--- src/rtl/core/nfba_pkg.sv ---
// ----------------------------------------------------------------------------
// nfba_pkg
// Shared widths, codes and types of the next-fit bitmap page allocator.
// ----------------------------------------------------------------------------
package nfba_pkg;

    // Bitmap word: pages scanned together in one step
    localparam int WORD_BITS = 32;
    localparam int WB        = 5;

    // Field and register widths
    localparam int NUM_PAGES_W = 11;
    localparam int RSV_W       = 10;
    localparam int PAGE_W      = 10;
    localparam int STATUS_W    = 2;

    // Register reset values
    localparam logic [NUM_PAGES_W-1:0] NUM_PAGES_RST = NUM_PAGES_W'(1024);
    localparam logic [RSV_W-1:0]       RSV_RST       = RSV_W'(1);

    // Register indexes
    localparam logic CFG_NUM_PAGES      = 1'b0;
    localparam logic CFG_RESERVED_PAGES = 1'b1;

    // Request kinds
    localparam logic FUNC_ALLOC = 1'b0;
    localparam logic FUNC_FREE  = 1'b1;

    // Result status codes
    localparam logic [STATUS_W-1:0] ST_OK        = 2'd0;
    localparam logic [STATUS_W-1:0] ST_FULL      = 2'd1;
    localparam logic [STATUS_W-1:0] ST_NOT_ALLOC = 2'd2;
    localparam logic [STATUS_W-1:0] ST_BAD_PAGE  = 2'd3;

    // Answer of the word scan unit
    typedef struct packed {
        logic          hit;
        logic [WB-1:0] idx;
    } scan_res_t;

endpackage

--- src/rtl/core/next_fit_bitmap_page_allocator_top.sv ---
// ----------------------------------------------------------------------------
// next_fit_bitmap_page_allocator_top
// Next-fit page allocator over a one-bit-per-page used bitmap.
// ----------------------------------------------------------------------------
//  channel   ports                          handshake
//  request   func, page                     word taken when start & !busy
//  result    page_out, status               done high for one cycle
//  config    cfg_addr, cfg_wdata            written when cfg_we is high
//
//  Allocate: one 32-page bitmap word is visited per cycle; the next-fit
//  search visits at most 2*max(1, ceil(n/32)) words (cursor to end, then
//  from page 0). Free reads one bitmap word and clears the page's bit if
//  set; a reserved or out-of-range page is answered without a bitmap read.
//  The single bitmap read port sets the pace.
//  After reset the bitmap is cleared one word per cycle with busy high;
//  config writes are taken throughout.
//  done is a one-cycle strobe; the receiver cannot stall it.
// ----------------------------------------------------------------------------
module next_fit_bitmap_page_allocator_top
    import nfba_pkg::*;
#(
    parameter int PAGES = 1024
)
(
    input  logic                   clk,
    input  logic                   rst_n,
    input  logic                   start,
    output logic                   busy,
    input  logic                   func,
    input  logic [PAGE_W-1:0]      page,
    output logic                   done,
    output logic [PAGE_W-1:0]      page_out,
    output logic [STATUS_W-1:0]    status,
    input  logic                   cfg_we,
    input  logic                   cfg_addr,
    input  logic [NUM_PAGES_W-1:0] cfg_wdata
);

    // Largest usable pool: bounded by storage and by the page count register
    localparam int NREG_MAX = (1 << NUM_PAGES_W) - 1;
    localparam int NMAX     = (PAGES < NREG_MAX) ? PAGES : NREG_MAX;
    localparam int IW       = (NMAX > 1) ? $clog2(NMAX) : 1;
    localparam int DEPTH    = (PAGES + WORD_BITS - 1) / WORD_BITS;
    localparam int AW       = (DEPTH > 1) ? $clog2(DEPTH) : 1;
    localparam int XW       = AW + WB;
    localparam int CW       = ((XW > NUM_PAGES_W) ? XW : NUM_PAGES_W) + 1;

    localparam logic [1:0] S_IDLE  = 2'd0;
    localparam logic [1:0] S_CLEAR = 2'd1;
    localparam logic [1:0] S_SCAN  = 2'd2;
    localparam logic [1:0] S_FREE  = 2'd3;

    logic [1:0]             state_reg, state_next;
    logic [AW-1:0]          ptr_reg, ptr_next;
    logic                   phase_reg, phase_next;
    logic [CW-1:0]          lo_reg, lo_next;
    logic [PAGE_W-1:0]      page_reg, page_next;
    logic [IW-1:0]          cursor_reg, cursor_next;
    logic [NUM_PAGES_W-1:0] num_pages_reg;
    logic [RSV_W-1:0]       reserved_pages_reg;
    logic                   done_reg, done_next;
    logic [PAGE_W-1:0]      page_out_reg, page_out_next;
    logic [STATUS_W-1:0]    status_reg, status_next;

    logic                   ram_we;
    logic [WORD_BITS-1:0]   ram_wdata;
    logic [WORD_BITS-1:0]   ram_rdata;

    logic [CW-1:0]          n_w;
    logic [CW-1:0]          rc_w;
    logic [CW-1:0]          cur_w;
    logic [CW-1:0]          start_w;
    logic [CW-1:0]          page_w;
    logic [CW-1:0]          base_w;
    logic [CW-1:0]          found_w;
    logic [CW-1:0]          found_inc;
    logic [CW-1:0]          free_word;
    logic [CW-1:0]          start_word;
    logic                   last_word;
    logic [WORD_BITS-1:0]   bit_sel;
    scan_res_t              scan;

    // Effective pool size and reserved count
    always_comb
    begin
        if (num_pages_reg > NUM_PAGES_W'(NMAX))
            n_w = CW'(NMAX);
        else
            n_w = CW'(num_pages_reg);

        // page 0 is the full marker, so it is always reserved
        if (reserved_pages_reg == '0)
            rc_w = CW'(1);
        else
            rc_w = CW'(reserved_pages_reg);

        cur_w      = CW'(cursor_reg);
        start_w    = (cur_w < n_w) ? cur_w : '0;
        page_w     = CW'(page);
        start_word = start_w >> WB;
        free_word  = page_w >> WB;

        base_w     = CW'({ptr_reg, {WB{1'b0}}});
        found_w    = CW'({ptr_reg, scan.idx});
        found_inc  = found_w + CW'(1);
        last_word  = (base_w + CW'(WORD_BITS)) >= n_w;
    end

    nfba_scan_unit #(
        .CW (CW)
    ) u_scan (
        .word (ram_rdata),
        .base (base_w),
        .lo   (lo_reg),
        .hi   (n_w),
        .res  (scan)
    );

    // Bitmap: the read address follows ptr_next so the word for ptr_reg
    // is on ram_rdata in the cycle that checks it
    nfba_map_ram #(
        .DEPTH (DEPTH),
        .AW    (AW)
    ) u_map (
        .clk   (clk),
        .we    (ram_we),
        .waddr (ptr_reg),
        .wdata (ram_wdata),
        .raddr (ptr_next),
        .rdata (ram_rdata)
    );

    // Sequencer
    always_comb
    begin
        state_next    = state_reg;
        ptr_next      = ptr_reg;
        phase_next    = phase_reg;
        lo_next       = lo_reg;
        page_next     = page_reg;
        cursor_next   = cursor_reg;
        done_next     = 1'b0;
        page_out_next = page_out_reg;
        status_next   = status_reg;
        ram_we        = 1'b0;
        ram_wdata     = ram_rdata;
        bit_sel       = '0;

        unique case (state_reg)
            S_CLEAR:
            begin
                // wipe one word per cycle after reset
                ram_we    = 1'b1;
                ram_wdata = '0;
                if (ptr_reg == AW'(DEPTH - 1))
                    state_next = S_IDLE;
                else
                    ptr_next = ptr_reg + AW'(1);
            end

            S_IDLE:
            begin
                if (start)
                begin
                    page_next = page;
                    if (func == FUNC_ALLOC)
                    begin
                        // first pass: cursor (or 0) to end of pool
                        lo_next    = (start_w > rc_w) ? start_w : rc_w;
                        ptr_next   = start_word[AW-1:0];
                        phase_next = 1'b0;
                        state_next = S_SCAN;
                    end
                    else if (page_w >= n_w || page_w < rc_w)
                    begin
                        // reserved or out of range: answer at once
                        done_next     = 1'b1;
                        page_out_next = '0;
                        status_next   = ST_BAD_PAGE;
                    end
                    else
                    begin
                        ptr_next   = free_word[AW-1:0];
                        state_next = S_FREE;
                    end
                end
            end

            S_SCAN:
            begin
                if (scan.hit)
                begin
                    bit_sel       = WORD_BITS'(1) << scan.idx;
                    ram_we        = 1'b1;
                    ram_wdata     = ram_rdata | bit_sel;
                    cursor_next   = (found_inc >= n_w) ? '0 : found_inc[IW-1:0];
                    done_next     = 1'b1;
                    page_out_next = found_w[PAGE_W-1:0];
                    status_next   = ST_OK;
                    state_next    = S_IDLE;
                end
                else if (last_word)
                begin
                    if (!phase_reg)
                    begin
                        // wrap: second pass over the whole pool
                        phase_next = 1'b1;
                        lo_next    = rc_w;
                        ptr_next   = '0;
                    end
                    else
                    begin
                        done_next     = 1'b1;
                        page_out_next = '0;
                        status_next   = ST_FULL;
                        state_next    = S_IDLE;
                    end
                end
                else
                begin
                    ptr_next = ptr_reg + AW'(1);
                end
            end

            S_FREE:
            begin
                bit_sel       = WORD_BITS'(1) << page_reg[WB-1:0];
                done_next     = 1'b1;
                page_out_next = '0;
                state_next    = S_IDLE;
                if ((ram_rdata & bit_sel) == '0)
                begin
                    status_next = ST_NOT_ALLOC;
                end
                else
                begin
                    ram_we      = 1'b1;
                    ram_wdata   = ram_rdata & ~bit_sel;
                    status_next = ST_OK;
                end
            end

            default:
            begin
                state_next = S_IDLE;
            end
        endcase
    end

    // Control and result registers
    always_ff @(posedge clk or negedge rst_n)
    begin
        if (!rst_n)
        begin
            state_reg    <= S_CLEAR;
            ptr_reg      <= '0;
            phase_reg    <= 1'b0;
            cursor_reg   <= '0;
            done_reg     <= 1'b0;
            page_out_reg <= '0;
            status_reg   <= ST_OK;
        end
        else
        begin
            state_reg    <= state_next;
            ptr_reg      <= ptr_next;
            phase_reg    <= phase_next;
            cursor_reg   <= cursor_next;
            done_reg     <= done_next;
            page_out_reg <= page_out_next;
            status_reg   <= status_next;
        end
    end

    // Request payload and scan window, no reset needed
    always_ff @(posedge clk)
    begin
        lo_reg   <= lo_next;
        page_reg <= page_next;
    end

    // Configuration registers
    always_ff @(posedge clk or negedge rst_n)
    begin
        if (!rst_n)
        begin
            num_pages_reg      <= NUM_PAGES_RST;
            reserved_pages_reg <= RSV_RST;
        end
        else if (cfg_we)
        begin
            unique case (cfg_addr)
                CFG_NUM_PAGES:      num_pages_reg      <= cfg_wdata;
                CFG_RESERVED_PAGES: reserved_pages_reg <= cfg_wdata[RSV_W-1:0];
            endcase
        end
    end

    assign busy     = (state_reg != S_IDLE);
    assign done     = done_reg;
    assign page_out = page_out_reg;
    assign status   = status_reg;

endmodule

--- src/rtl/core/nfba_map_ram.sv ---
// ----------------------------------------------------------------------------
// nfba_map_ram
// Used-mark bitmap storage: one write port, one registered read port.
// ----------------------------------------------------------------------------
module nfba_map_ram
    import nfba_pkg::*;
#(
    parameter int DEPTH = 32,
    parameter int AW    = 5
)
(
    input  logic                 clk,
    input  logic                 we,
    input  logic [AW-1:0]        waddr,
    input  logic [WORD_BITS-1:0] wdata,
    input  logic [AW-1:0]        raddr,
    output logic [WORD_BITS-1:0] rdata
);

    logic [WORD_BITS-1:0] mem [DEPTH];

    always_ff @(posedge clk)
    begin
        if (we)
        begin
            mem[waddr] <= wdata;
        end
        rdata <= mem[raddr];
    end

endmodule

--- src/rtl/core/nfba_scan_unit.sv ---
// ----------------------------------------------------------------------------
// nfba_scan_unit
// Find the lowest free page of one bitmap word inside the window [lo, hi).
// ----------------------------------------------------------------------------
module nfba_scan_unit
    import nfba_pkg::*;
#(
    parameter int CW = 12
)
(
    input  logic [WORD_BITS-1:0] word,
    input  logic [CW-1:0]        base,
    input  logic [CW-1:0]        lo,
    input  logic [CW-1:0]        hi,
    output scan_res_t            res
);

    localparam logic [CW-1:0] SPAN = CW'(WORD_BITS);

    logic [CW-1:0]        lo_d;
    logic [CW-1:0]        hi_d;
    logic [WORD_BITS-1:0] lo_mask;
    logic [WORD_BITS-1:0] hi_mask;
    logic [WORD_BITS-1:0] cand;

    always_comb
    begin
        lo_d = lo - base;
        hi_d = hi - base;

        // pages at or above lo
        if (lo <= base)
            lo_mask = '1;
        else if (lo_d >= SPAN)
            lo_mask = '0;
        else
            lo_mask = {WORD_BITS{1'b1}} << lo_d[WB-1:0];

        // pages below hi
        if (hi <= base)
            hi_mask = '0;
        else if (hi_d >= SPAN)
            hi_mask = '1;
        else
            hi_mask = ~({WORD_BITS{1'b1}} << hi_d[WB-1:0]);

        cand = ~word & lo_mask & hi_mask;

        // lowest set bit wins
        res.hit = |cand;
        res.idx = '0;
        for (int i = WORD_BITS - 1; i >= 0; i--)
        begin
            if (cand[i])
                res.idx = WB'(i);
        end
    end

endmodule
--- config.mk ---
export PLATFORM = sky130hd
export DESIGN_NAME = next_fit_bitmap_page_allocator_top
export DESIGN_NICKNAME = d
export VERILOG_FILES = /design/src/rtl/core/nfba_pkg.sv /design/src/rtl/core/next_fit_bitmap_page_allocator_top.sv /design/src/rtl/core/nfba_map_ram.sv /design/src/rtl/core/nfba_scan_unit.sv
export SDC_FILE = /design/constraint.sdc
export NUM_CORES = 2
export LEC_CHECK = 0
export ABC_AREA = 1
export BUFFER_PORTS_ARGS = -buffer_cell sky130_fd_sc_hd__buf_2
export CORE_UTILIZATION = 30
export CTS_BUF_LIST = sky130_fd_sc_hd__clkbuf_2
export DETAILED_ROUTE_END_ITERATION = 12
export GPL_ROUTABILITY_DRIVEN = 0
export HOLD_SLACK_MARGIN = 0.15
export PLACE_DENSITY = 0.54
export SLEW_MARGIN = 15
export SYNTH_ARGS = -nofsm -noshare
export SYNTH_HDL_FRONTEND = slang
export SYNTH_SLANG_ARGS = --single-unit
--- constraint.sdc ---
create_clock -name clk -period 9.9 [get_ports clk]
set_clock_uncertainty 0.15 [all_clocks]
set_input_delay 1.98 -clock clk [delete_from_list [all_inputs] [get_ports clk]]
set_output_delay 1.98 -clock clk [all_outputs]
set_load 0.03 [all_outputs]
==> metrics.md <==
| Metric | Value |
|---|---|
| Clock transition at path regs | 0.09 ns |
| Max clock buf depth | 4 |
| Family with the most delay on the worst path | simple AND/OR/NAND/NOR gates |
| Clk root buf | clkbuf_2 |
| CTS tree | yes |
| Synth Warn # | 0 |
| Ys async rst share | 0.04630 |
| Max-cap violations | 0 |
| Register area share after synthesis | 0.6809 |
| All-Layer GR Usage | 0.1806 |
| Antenna violations before repair | 3 |
| Die span in x | 404.8 um |
| CP most frequent cell | nand2_1 |
| HP Class | flop to flop |
| Setup tns final | 0 ns |
| Routed Antenna Nets | 0 |
| Cells after Synth | 3911 |
| Fin crit share | 0.8276 |
| First-pass GRT wire length | 219400 um |
| Clock sinks | 1123 |
| Post-CTS sizing | 0 |
| Tmin final | 8.194 ns |
| Fmax | 0.1220 GHz |
| Dominant cells by area after synthesis | edfxtp_1 64%, nor2_1 4.3%, o21ai_0 3.7% |
| Via Count | 33923 |
| Slowest stage delay, CP | 0.48 ns |
| I/O pins | 41 |
| Req. time, crit path | 11.26 ns |
| Most frequent cells in the layout | 1039 x edfxtp_1, 526 x nor2_1, 440 x clkbuf_2 |
| TritonRoute pass-1 iters | 8 |
| Critical Path End Type | flop |
| Number of DRC markers in iteration 0 | 3782 |
| Vias per Instance | 5.249 |
| Synth Flop Type | edfxtp_1 |
| Number of global-route vias before repair | 32926 |
| Largest net degree at the start of global routing | 159 |
| Synthesized area per cell | 12.45 um2 |
| # rows | 147 |
| Number of synthesized register bits | 1123 |
| Relative max-transition margin | 0.2232 |
| Post-DR wirelength/cell | 23.34 um |
| Max reg flops | 1024 |
| Clock buffer count from CTS | 307 |
| # nets final | 4226 |
| Skew-Pair Late Insertion Delay | 1.61 ns |
| Layout area overhead | 11.41% |
| Commonest non-fill, non-tap cell in the layout | edfxtp_1 |
| Drt total wl | 150800 um |
| RSZ-0062 raised after global routing | no |
| Starting Density | 0.3028 |
| Yosys top cell by area | edfxtp_1 |
| Worst slew pin tran | 1.162 ns |
| Post-synth EDFFs | 1039 |
| H-tree levels | 5 |
| Critical path's slowest cell | nor2_2 |
| Setup crit start kind | flop |
| Total grt overflow | 0 |
| Mapped Area | 48680 um2 |
| Top cell type's share of synthesized area | 0.6409 |
| Port bufs | 40 |
| Die Ht | 404.8 um |
| Setup violations, final | 0 |
| Crit path arrival time | 9.55 ns |
| Status | finished clean |
| Total nets after synthesis | 4018 |
| Maximum fanout along the worst path | 15 |
| WP buf/inv | 4 |
| Core area | 160800 um2 |
| Die ar. | 163900 um2 |
| Max Slew Vio Count | 0 |
| Share of cells above drive strength 1 | 0.1633 |
| # fillers | 15992 |
| DRC Markers | 0 |
| Fin. Hold Viols | 0 |
| CP Class | flop to flop |
| Yosys cell types | 62 |
| DP HPWL | 84250 um |
## worst register-to-register path, delay by kind of cell, from the launching register on
family / cells / cell delay, ns
AND/OR/NAND/NOR: 43 / 3.74
AO/OA/AOI/OAI: 9 / 1.82
adder cells (fa/ha/maj): 5 / 1.55
flip-flops: 1 / 0.46
buffers and inverters: 4 / 0.40
## kinds of logic after synthesis
group                      count (synthesis)  synth area share
xor gates and xnor gates                   4         0.0007198
buffers and inverters                    420           0.03822
DFF                                     1123            0.6809
muxes                                     96           0.01974
adders and majority gates                 80           0.02087
AOI/OAI and AO/OA                        965            0.1340
and+or+nand+nor                         1223            0.1056
## worst paths after layout
path                                       start  cells after the start  slack (ns)       endpoint
worst max-delay path            num_pages_reg[1]                     61        1.71  cursor_reg[8]
worst min-delay path                 page_out[4]                      2        0.33    page_out[4]
worst max register to register  num_pages_reg[1]                     61        1.71  cursor_reg[8]
worst min register to register       page_out[4]                      2        0.33    page_out[4]
max in group asynchronous                  rst_n                      3        8.06     ptr_reg[4]
min in group asynchronous                  rst_n                      3        0.90    page_out[3]
## cell type report
cell class | count | area (um2) | area share
clock inverters | 50 | 327.8 | 0.006044
repair buffers | 138 | 1079 | 0.01989
diodes | 3 | 7.507 | 0.0001384
inverters | 181 | 703.2 | 0.01297
multi-input cells | 2368 | 14070 | 0.2594
clock buffers | 440 | 2202 | 0.04060
well taps | 2160 | 2703 | 0.04983
flip-flops and latches | 1123 | 33150 | 0.6112
## through the flow
step           instance area [um2]  std cells  hold WS, ns  worst slack, ns    util
2_1_floorplan                48680       3911       0.3030            3.315       -
3_3_place_gp                 51650       5968       0.2992            1.896  0.3213
3_5_place_dp                 51660       5968       0.3070            1.939  0.3214
4_1_cts                      54210       6460       0.1930            1.901  0.3372
5_1_grt                      54230       6462       0.2983            1.079  0.3374
6_report                     54230       6463       0.3280            1.706  0.3374
## layer usage
layer / GRT usage / vias to the layer above / wire length [um]
met4: 0.06925 / 0 / 4239
met3: 0.03738 / 257 / 11740
met2: 0.2818 / 1538 / 69620
met5: 0 / - / 0
li1: - / 15205 / -
met1: 0.2456 / 16923 / 65250
## synth_stat cells (8+ instances only)
| cell | instances |
|---|---|
| nor4_1 | 8 |
| o221ai_1 | 99 |
| nand2_1 | 324 |
| clkbuf_1 | 86 |
| buf_4 | 20 |
| nor3_1 | 20 |
| edfxtp_1 | 1039 |
| inv_1 | 164 |
| buf_2 | 104 |
| o311ai_1 | 158 |
| nand4_1 | 35 |
| o22ai_1 | 10 |
| ha_1 | 78 |
| o21ai_0 | 356 |
| nor2_1 | 560 |
| inv_2 | 12 |
| mux2i_1 | 96 |
| o211ai_1 | 21 |
| buf_1 | 17 |
| o21bai_1 | 154 |
| o21ai_1 | 13 |
| dfrtp_1 | 49 |
| a21oi_1 | 69 |
| buf_6 | 9 |
| o21a_1 | 35 |
| nor2_2 | 9 |
| nand3_1 | 248 |
| dfxtp_1 | 32 |
## repair_timing
| action | CTS | global route |
|---|---|---|
| setup endpoints to repair | 0 | 0 |
| buffers inserted | 0 | 0 |
| endpoints found under the hold margin | 15 | 0 |
| hold buffers | 2 | 0 |
Power is left out: the tool's default activity adds up to more than one toggle a clock period on the data nets, which glitch-free logic cannot reach.
